[src/hw/rtl/assert_macros.svh]
// Assertion macros for the RTL modules; included by mcp_decode.
`ifndef ASSERT_MACROS_SVH
`define ASSERT_MACROS_SVH

// Same-cycle implication, checked on clk, off during rst.
`define ASSERT_IMP(label, ante, cons) \
  label: assert property (@(posedge clk) disable iff (rst) (ante) |-> (cons)) \
    else $error("assertion failed");

// Next-cycle implication, checked on clk, off during rst.
`define ASSERT_NXT(label, ante, cons) \
  label: assert property (@(posedge clk) disable iff (rst) (ante) |=> (cons)) \
    else $error("assertion failed");

`endif

[src/hw/rtl/mcp_pkg.sv]
// Types and constants of the MIDI channel message parser.
package mcp_pkg;

  // Message kinds on the result channel
  localparam logic [2:0] KIND_NOTE_OFF = 3'd0;
  localparam logic [2:0] KIND_NOTE_ON  = 3'd1;
  localparam logic [2:0] KIND_CONTROL  = 3'd2;
  localparam logic [2:0] KIND_PROGRAM  = 3'd3;
  localparam logic [2:0] KIND_BEND     = 3'd4;

  // Status byte high nibbles
  localparam logic [3:0] ST_NOTE_OFF = 4'h8;
  localparam logic [3:0] ST_NOTE_ON  = 4'h9;
  localparam logic [3:0] ST_CONTROL  = 4'hB;
  localparam logic [3:0] ST_PROGRAM  = 4'hC;
  localparam logic [3:0] ST_BEND     = 4'hE;

  localparam logic [7:0] STATUS_NONE = 8'h00;

  // Parameter counts
  localparam logic [1:0] CNT_ZERO = 2'd0;
  localparam logic [1:0] CNT_ONE  = 2'd1;
  localparam logic [1:0] CNT_TWO  = 2'd2;

  typedef struct packed {
    logic [2:0] message_kind;
    logic [3:0] channel;
    logic [6:0] first_data;
    logic [6:0] second_data;
  } mcp_result_t;

  // Input stage toward the decoder
  typedef struct packed {
    logic       valid;
    logic [7:0] midi_byte;
  } mcp_stage_t;

  // Decoder toward the result register
  typedef struct packed {
    logic        load;
    mcp_result_t result;
  } mcp_load_t;

endpackage

[src/hw/rtl/mcp_byte_if.sv]
// Request channel carrying one MIDI byte.
interface mcp_byte_if;
  logic       valid;
  logic       ready;
  logic [7:0] midi_byte;

  modport source (output valid, output midi_byte, input ready);
  modport sink (input valid, input midi_byte, output ready);
endinterface

[src/hw/rtl/mcp_msg_if.sv]
// Request channel carrying one decoded channel message.
interface mcp_msg_if;
  logic       valid;
  logic       ready;
  logic [2:0] message_kind;
  logic [3:0] channel;
  logic [6:0] first_data;
  logic [6:0] second_data;

  modport source (output valid, output message_kind, output channel,
                  output first_data, output second_data, input ready);
  modport sink (input valid, input message_kind, input channel,
                input first_data, input second_data, output ready);
endinterface

[src/hw/rtl/mcp_in_reg.sv]
// Input register: holds one received byte until the decoder takes it.
module mcp_in_reg (
  input  logic               clk,
  input  logic               rst,
  mcp_byte_if.sink           byte_in,
  input  logic               adv,
  output mcp_pkg::mcp_stage_t stage
);
  import mcp_pkg::*;

  logic       valid;
  logic [7:0] midi_byte;

  // Free slot, or the held byte leaves this cycle
  assign byte_in.ready = !valid || adv;

  always_ff @(posedge clk) begin
    if (rst) begin
      valid <= 1'b0;
    end else if (byte_in.ready) begin
      valid <= byte_in.valid;
    end
  end

  always_ff @(posedge clk) begin
    if (byte_in.valid && byte_in.ready) begin
      midi_byte <= byte_in.midi_byte;
    end
  end

  assign stage.valid     = valid;
  assign stage.midi_byte = midi_byte;
endmodule

[src/hw/rtl/mcp_decode.sv]
// Parser state and message decode for one byte per cycle, unless an emitting byte waits on a full result register.
module mcp_decode (
  input  logic               clk,
  input  logic               rst,
  input  mcp_pkg::mcp_stage_t stage,
  input  logic               out_free,
  output logic               adv,
  output mcp_pkg::mcp_load_t  load
);
  import mcp_pkg::*;
  `include "assert_macros.svh"

  logic [7:0] status, status_next;
  logic [1:0] cnt, cnt_next;
  logic [6:0] slot0, slot0_next;
  logic [6:0] slot1, slot1_next;
  logic [7:0] status_upd;
  logic [2:0] kind;
  logic [1:0] need;
  logic       known;
  logic       emit;

  // Byte update: status byte restarts, data byte fills the next slot
  always_comb begin
    status_upd = status;
    cnt_next   = cnt;
    slot0_next = slot0;
    slot1_next = slot1;
    if (stage.midi_byte[7]) begin
      status_upd = stage.midi_byte;
      cnt_next   = CNT_ZERO;
    end else if (cnt < CNT_TWO) begin
      if (cnt[0]) begin
        slot1_next = stage.midi_byte[6:0];
      end else begin
        slot0_next = stage.midi_byte[6:0];
      end
      cnt_next = cnt + CNT_ONE;
    end
  end

  // Status kind and parameter need
  always_comb begin
    kind  = KIND_NOTE_OFF;
    need  = CNT_TWO;
    known = 1'b1;
    unique case (status_upd[7:4])
      ST_NOTE_OFF: kind = KIND_NOTE_OFF;
      ST_NOTE_ON:  kind = KIND_NOTE_ON;
      ST_CONTROL:  kind = KIND_CONTROL;
      ST_PROGRAM: begin
        kind = KIND_PROGRAM;
        need = CNT_ONE;
      end
      ST_BEND:     kind = KIND_BEND;
      default:     known = 1'b0;
    endcase
  end

  assign emit        = known && (cnt_next == need);
  assign status_next = emit ? STATUS_NONE : status_upd;

  // A byte that emits nothing never waits on the result side
  assign adv = stage.valid && (out_free || !emit);

  assign load.load                = adv && emit;
  assign load.result.message_kind = kind;
  assign load.result.channel      = status_upd[3:0];
  assign load.result.first_data   = slot0_next;
  assign load.result.second_data  = (need == CNT_TWO) ? slot1_next : 7'd0;

  always_ff @(posedge clk) begin
    if (rst) begin
      status <= STATUS_NONE;
      cnt    <= CNT_ZERO;
    end else if (adv) begin
      status <= status_next;
      cnt    <= cnt_next;
    end
  end

  // Slots are payload, undefined until written
  always_ff @(posedge clk) begin
    if (adv) begin
      slot0 <= slot0_next;
      slot1 <= slot1_next;
    end
  end

  `ASSERT_IMP(a_cnt_range, 1'b1, cnt != 2'd3)
  `ASSERT_NXT(a_status_clr, load.load, status == STATUS_NONE)
  `ASSERT_IMP(a_prog_second, load.load && (kind == KIND_PROGRAM),
              load.result.second_data == 7'd0)
endmodule

[src/hw/rtl/mcp_out_reg.sv]
// Result register: holds one message until the sink takes it.
module mcp_out_reg (
  input  logic              clk,
  input  logic              rst,
  input  mcp_pkg::mcp_load_t load,
  output logic              out_free,
  mcp_msg_if.source         msg_out
);
  import mcp_pkg::*;

  logic        valid;
  mcp_result_t result;

  assign out_free = !valid || msg_out.ready;

  always_ff @(posedge clk) begin
    if (rst) begin
      valid <= 1'b0;
    end else if (load.load) begin
      valid <= 1'b1;
    end else if (msg_out.ready) begin
      valid <= 1'b0;
    end
  end

  always_ff @(posedge clk) begin
    if (load.load) begin
      result <= load.result;
    end
  end

  assign msg_out.valid        = valid;
  assign msg_out.message_kind = result.message_kind;
  assign msg_out.channel      = result.channel;
  assign msg_out.first_data   = result.first_data;
  assign msg_out.second_data  = result.second_data;
endmodule

[src/hw/rtl/midi_channel_message_parser.sv]
// Top level of the MIDI channel message parser.
//
//   channel   direction  payload
//   byte_in   in         midi_byte[7:0]
//   msg_out   out        message_kind[2:0], channel[3:0], first_data[6:0],
//                        second_data[6:0]
//
// One byte per cycle is accepted unless an emitting byte waits on a stalled
// result; a message passes the input register, then the result register.
// The parser state updates in the single decode step between the two.
// rst is synchronous and clears status, count and both valid flags.
// A stalled result blocks only a byte that would emit another message.
module midi_channel_message_parser (
  input  logic      clk,
  input  logic      rst,
  mcp_byte_if.sink  byte_in,
  mcp_msg_if.source msg_out
);
  import mcp_pkg::*;

  mcp_stage_t stage;
  mcp_load_t  load;
  logic       adv;
  logic       out_free;

  mcp_in_reg u_in_reg (
    .clk     (clk),
    .rst     (rst),
    .byte_in (byte_in),
    .adv     (adv),
    .stage   (stage)
  );

  mcp_decode u_decode (
    .clk      (clk),
    .rst      (rst),
    .stage    (stage),
    .out_free (out_free),
    .adv      (adv),
    .load     (load)
  );

  mcp_out_reg u_out_reg (
    .clk      (clk),
    .rst      (rst),
    .load     (load),
    .out_free (out_free),
    .msg_out  (msg_out)
  );
endmodule
[src/flat_wrapper.sv]
// flat-port wrapper written by rule: the top's interface ports become plain ports
module midi_channel_message_parser_flat import mcp_pkg::*;
  (clk, rst, byte_in_valid, byte_in_midi_byte, byte_in_ready, msg_out_valid, msg_out_message_kind, msg_out_channel, msg_out_first_data, msg_out_second_data, msg_out_ready);
  mcp_byte_if byte_in_i ();
  mcp_msg_if msg_out_i ();
  input  logic clk;
  input  logic rst;
  input wire logic [$bits(byte_in_i.valid)-1:0] byte_in_valid;
  input wire logic [$bits(byte_in_i.midi_byte)-1:0] byte_in_midi_byte;
  output wire logic [$bits(byte_in_i.ready)-1:0] byte_in_ready;
  output wire logic [$bits(msg_out_i.valid)-1:0] msg_out_valid;
  output wire logic [$bits(msg_out_i.message_kind)-1:0] msg_out_message_kind;
  output wire logic [$bits(msg_out_i.channel)-1:0] msg_out_channel;
  output wire logic [$bits(msg_out_i.first_data)-1:0] msg_out_first_data;
  output wire logic [$bits(msg_out_i.second_data)-1:0] msg_out_second_data;
  input wire logic [$bits(msg_out_i.ready)-1:0] msg_out_ready;
  assign byte_in_i.valid = byte_in_valid;
  assign byte_in_i.midi_byte = byte_in_midi_byte;
  assign byte_in_ready = byte_in_i.ready;
  assign msg_out_valid = msg_out_i.valid;
  assign msg_out_message_kind = msg_out_i.message_kind;
  assign msg_out_channel = msg_out_i.channel;
  assign msg_out_first_data = msg_out_i.first_data;
  assign msg_out_second_data = msg_out_i.second_data;
  assign msg_out_i.ready = msg_out_ready;
  midi_channel_message_parser u_core (.clk(clk), .rst(rst), .byte_in(byte_in_i), .msg_out(msg_out_i));
endmodule
[config.mk]
export PLATFORM = sky130hd
export DESIGN_NAME = midi_channel_message_parser_flat
export DESIGN_NICKNAME = d
export VERILOG_FILES = /design/src/hw/rtl/mcp_pkg.sv /design/src/hw/rtl/mcp_byte_if.sv /design/src/hw/rtl/mcp_msg_if.sv /design/src/hw/rtl/mcp_in_reg.sv /design/src/hw/rtl/mcp_decode.sv /design/src/hw/rtl/mcp_out_reg.sv /design/src/hw/rtl/midi_channel_message_parser.sv /design/src/flat_wrapper.sv
export VERILOG_INCLUDE_DIRS = /design/src /design/src/hw/rtl
export SDC_FILE = /design/constraint.sdc
export NUM_CORES = 1
export LEC_CHECK = 0
export ABC_AREA = 1
export ABC_CLOCK_PERIOD_IN_PS = 3200
export BUFFER_PORTS_ARGS = -buffer_cell sky130_fd_sc_hd__buf_4
export CORE_MARGIN = 2
export CORE_UTILIZATION = 45
export DETAILED_ROUTE_END_ITERATION = 7
export PLACE_DENSITY = 0.66
export SLEW_MARGIN = 20
export SYNTH_ARGS = -nofsm -noshare
export SYNTH_HDL_FRONTEND = slang
export SYNTH_SLANG_ARGS = --single-unit
export TNS_END_PERCENT = 100
[constraint.sdc]
create_clock -name clk -period 3.2 [get_ports clk]
set_input_delay 0.64 -clock clk [delete_from_list [all_inputs] [get_ports clk]]
set_output_delay 0.64 -clock clk [all_outputs]
set_load 0.005 [all_outputs]
# After elaboration in Yosys (flattened, before gate mapping)
# Cells that the tools add are included.
# op_classes
addsub	1
n_mul	0
div_mod_pow	0
n_lt_le_gt_ge	1
n_eq_ne	7
n_shift	0
n_mux	15
bitwise_logic	0
reduce_logical	12
# op_table
op	count
7-bit two-way mux	6
4-bit == test, second input constant	5
8-bit two-way mux	2
3-bit one-hot mux with 4 select lines	1
2-bit two-way mux	3
5-bit OR reduction	1
1-bit logical AND	4
1-bit logical NOT	3
1-bit logical OR	3
1-bit two-way mux	3
2-bit by 1-bit adder with 2-bit output, second input constant	1
2-bit == test	1
2-bit == test, second input constant	1
2-bit less-than comparator, second input constant	1
2-bit nonzero test	1
# word_totals
regBits	55
latch_bits	0
ram_bits	0
romBits	0
in_bits	12
out_inout_bits	23
elab_cells	47
n_memories	0

# Depth between registers and ports, before layout
# logic_depth
depth_word	10
mapped_depth	12
depth_no_buf	12

# Hierarchy
# From an unflattened synthesis, not the netlist that was laid out.
# unflattened
hier_cells	207
area_unflattened_um2	2304.7
# by_module_without_submodules
mod	n_inst	cells_per_inst	area_each_um2
mcp_decode	1	166	1336.3
mcp_out_reg	1	26	673.1
mcp_in_reg	1	15	295.3

# Least setup slack after synthesis
# No wires, ideal clock.
# synth_timing
path_kind	reg-to-reg
start	register u_core.u_in_reg.midi_byte[7]
end	register u_core.u_out_reg.result, in the netlist u_core.u_out_reg.msg_out.channel[0] (enable)
setup_time_ns	0.376
arrival_ns	1.619
required_time_ns	2.824
setup_slack_ns	1.205
stages_incl_launch_ff	10
synth_period_minus_slack_ns	1.995
cell_sequence	edfxtp_1 inv_2 nand2_1 nand2_1 inv_1 nor2_1 nand2_1 nand2_2 nand4_1 inv_1
# synth_lines
element	line_no	source
from (decl)	mcp_in_reg.sv:12	logic [7:0] midi_byte;
from (signal assigned)	mcp_in_reg.sv:27	midi_byte <= byte_in.midi_byte;
to (signal assigned)	mcp_out_reg.sv:28	result <= load.result;
to (decl)	mcp_out_reg.sv:12	mcp_result_t result;

# Worst setup path after layout
# layout_timing
start	register u_core.u_in_reg.midi_byte[7]
end	output byte_in_ready
# layout_via
elab_chain_cells	9
# layout_lines
element	line_no	source
8-bit two-way mux	mcp_decode.sv:29	if (stage.midi_byte[7]) begin
4-bit == test	mcp_decode.sv:47	unique case (status_upd[7:4])
5-bit OR reduction (no source line) / 2-bit two-way mux (equally long branches)	-	
1-bit two-way mux / 2-bit == test (equally long branches)	mcp_decode.sv:47, mcp_decode.sv:60	
1-bit logical AND (*)	mcp_decode.sv:60	assign emit = known && (cnt_next == need);
1-bit logical NOT (*)	mcp_decode.sv:64	assign adv = stage.valid && (out_free || !emit);
1-bit logical OR (*)	mcp_decode.sv:64	
1-bit logical AND (*)	mcp_decode.sv:64	
1-bit logical OR (*)	mcp_in_reg.sv:15	assign byte_in.ready = !valid || adv;
to (decl)	flat_wrapper.sv:10	output wire logic [$bits(byte_in_i.ready)-1:0] byte_in_ready;
# Mark *: on every way between the ends. The rest lies on a longest branch, timed or not.

==> results.yml <==
power:
  p_per_area_nw_per_um2: 491.0
  p_leak_nw: 1.030
  finalPower_mw: 1.300
  ir_drop_mv: 0.2398
logic_synthesis:
  yosysSeqAreaShare_pct: 68.57
  synth_simple_gate_area_share_pct: 19.38
  synth_top_family_by_area: "simple AND/OR/NAND/NOR gates"
  synth_xor_area_share_pct: 0
  netlist_instances: 200
  synth_flop_cell: "edfxtp_1"
  syn-num-nets: 213
  ys.warnings.count: 0
  yosys-top-cells-count: "nand2_1, edfxtp_1, inv_1, dfxtp_1, nand3_1"
  synth-adder-area-share_pct: 0.5602
  synth-compound-area-share_pct: 6.835
  synth_seq_cells: 55
  synth_area_leaders: "edfxtp_1, dfxtp_1, nand2_1, inv_1, nand3_1"
  yosys.area.top_type: "edfxtp_1"
  synthMuxAreaShare_pct: 0
  synth_most_common_cell: "nand2_1"
  synth_area_per_cell_sq_um: 11.17
  synth_top_area_share_pct: 57.82
  synth_cell_types: 22
  ys_async_sr_fraction_pct: 0
  synth-edff-count: 43
  syn_area_sq_um: 2233
job:
  cap_violations: 0
clock_network:
  insertion_delay_ns: 0.31
  clock-root-buffer: "clkbuf_8"
  post_cts_buffers: 0
  htreeDepth: 2
  cts_sinks: 55
  cts_tree: "built"
  ctsHoldBuffers: 0
  cts_buffers: 5
  cts-resized-gates: 0
  clk_pin_slew_worst_paths_ns: 0.10
  clock_path_buffers: 2
cells_and_area:
  drive_gt1_share_pct: 23.53
  finalNetCount: 250
  final_cells: 305
  layout.area.seq_sq_um: 1531
  num_antenna_cells: 0
  area_growth_pct: 18.54
  fillers: 437
  multi_input_area_sq_um: 598.1
grt:
  grt_max_degree: 22
  gr-total-overflow: 0
  grt_pass1_wl_mm: 6.541
  grt_pass1_vias: 1369
  antenna_found_initial: 0
  grt.total_usage_pct: 16.06
route:
  wl_per_cell_um: 13.17
  vias: 1462
  drc: 0
  highest_layer: "met4"
  drt-met1-wl_mm: 1.872
  wirelength_mm: 4.017
  dr.pass1.iters: 4
  via_per_inst: 4.793
  ant_nets: 0
  wl_met3_um: 191
  met2_length_mm: 1.905
  drtIter0Drc: 124
die:
  die_w_um: 74.45
  core_area_sq_um: 4755
  placementRows: 25
  start_util_pct: 46.97
  die_h_um: 74.45
  dieArea_sq_um: 5543
  num_io_pins: 35
hold_path:
  hold_class: "reg2reg"
  holdPathStages: 2
critical_path:
  crit_type: "reg2out"
  crit_path_max_fanout: 14
  crit_path_max_incr_delay_ns: 0.48
  critPathCaptureType: "output pin"
  crit_top_cell: "nand2_1"
  start_kind: "flip-flop"
  worst_ep_required_time_ns: 2.56
  slowest_stage: "edfxtp_1"
  crit_arrival_ns: 2.01
  crit_cells: 9
  ff2ff_path_depth: 9
  path_buf_inv: 3
  worstPathCellList: "inv_2 -> nand2_1 -> nand2_1 -> inv_1 -> nor2_1 -> nand2_1 -> nand2_2 -> nand4_1 -> buf_4"
  crit_family: "simple AND/OR/NAND/NOR gates"
timing:
  period_share_pct: 82.76
  worstMarginPinSlew_ns: 0.8373
  final_max_slew_viol_count: 0
  skew_ns: 0.007371
  relSlewSlack_pct: 44.12
  hold_viol: 0
  rsz0062_at_grt: "false"
  setup_violations: 0
  min_period_ns: 2.648
  setup-tns-final_ns: 0
  clock.fmax_mhz: 377.6
placed_design:
  hpwl_mm: 2.846
  io_buffers: 34
  gp_congestion: 0.8508
  dp_cells: 297
status:
  status: "finished, final reports clean"
per-layer routing:
layer / global-route usage (%) / vias to the layer above
met5: 0 / -
met3: 4.201 / 4
met1: 21.45 / 668
li1: - / 746
met4: 6.349 / 0
met2: 25.17 / 44
worst register-to-register path: stages, from the launching register on:
cell      delay, ns
edfxtp_1       0.48
inv_2          0.23
nand2_1        0.08
nand2_1        0.11
inv_1          0.07
nor2_1         0.18
nand2_1        0.09
nand2_2        0.13
nand4_1        0.14
inv_1          0.65
registers in the layout, summed over array words and instances, names as in the netlist:
name	count
u_core.u_decode.status	8
u_core.u_in_reg.midi_byte	8
u_core.u_decode.slot0	7
u_core.u_decode.slot1	7
u_core.u_out_reg.msg_out.first_data	7
u_core.u_out_reg.msg_out.second_data	7
u_core.u_out_reg.msg_out.channel	4
u_core.u_out_reg.msg_out.message_kind	3
u_core.u_decode.cnt	2
u_core.u_in_reg.valid	1
u_core.u_out_reg.msg_out.valid	1
through the flow:
stage          hold slack, ns  instance area [sq um]  util, %  setup slack, ns
3_3_place_gp           0.4492                   2559    53.82           0.8090
3_5_place_dp           0.4567                   2559    53.82           0.7172
2_1_floorplan          0.4397                   2233        -            1.205
4_1_cts                0.4711                   2648    55.68           0.5834
5_1_grt                0.4847                   2648    55.68           0.3847
6_report               0.4689                   2648    55.68           0.5518
path summary, 6_finish.rpt:
check / startpoint / to / slack [ns]
worst min register to register: u_core.u_decode.status[0] / u_core.u_decode.status[0] / 0.47
worst max register to register: u_core.u_in_reg.midi_byte[7] / u_core.u_out_reg.msg_out.second_data[1] / 0.68
worst max-delay path: u_core.u_in_reg.midi_byte[7] / byte_in_ready / 0.55
worst min-delay path: u_core.u_decode.status[0] / u_core.u_decode.status[0] / 0.47
cells by family (layout without fill, tap and decap cells):
group / Yosys count / count (layout)
buffers and inverters: 27 / 65
flip-flops: 55 / 55
adder cells (fa/ha/maj): 1 / 1
AO/OA/AOI/OAI: 27 / 27
AND/OR/NAND/NOR: 90 / 90
cells in the final DEF (no fill, tap or decap), types with 5 or more instances in the layout:
cell and instances:
a21oi_1 9, and2_1 7, buf_4 35, clkbuf_8 5, dfxtp_1 12, edfxtp_1 43
inv_1 20, nand2_1 46, nand2_2 5, nand3_1 12, nor2_1 8, o21a_1 7
o21ai_0 11
final cells by class:
| type | count | share of cell area, % |
|---|---|---|
| Clock buffer | 5 | 2.599 |
| Clock inverter | 3 | 0.7561 |
| Inverter | 22 | 3.119 |
| Multi-Input combinational cell | 118 | 22.59 |
| Sequential cell | 55 | 57.85 |
| Tap cell | 67 | 3.166 |
| Timing Repair Buffer | 35 | 9.924 |
power breakdown:
part | internal, mW | switching, mW | leakage [nW] | total [mW]
clock network | 0.153 | 0.228 | 0.0402 | 0.380
logic | 0.0394 | 0.0689 | 0.493 | 0.108
registers | 0.799 | 0.0119 | 0.497 | 0.811
total | 0.992 | 0.308 | 1.03 | 1.30
Note: power is estimated with default switching activity, not from simulation.
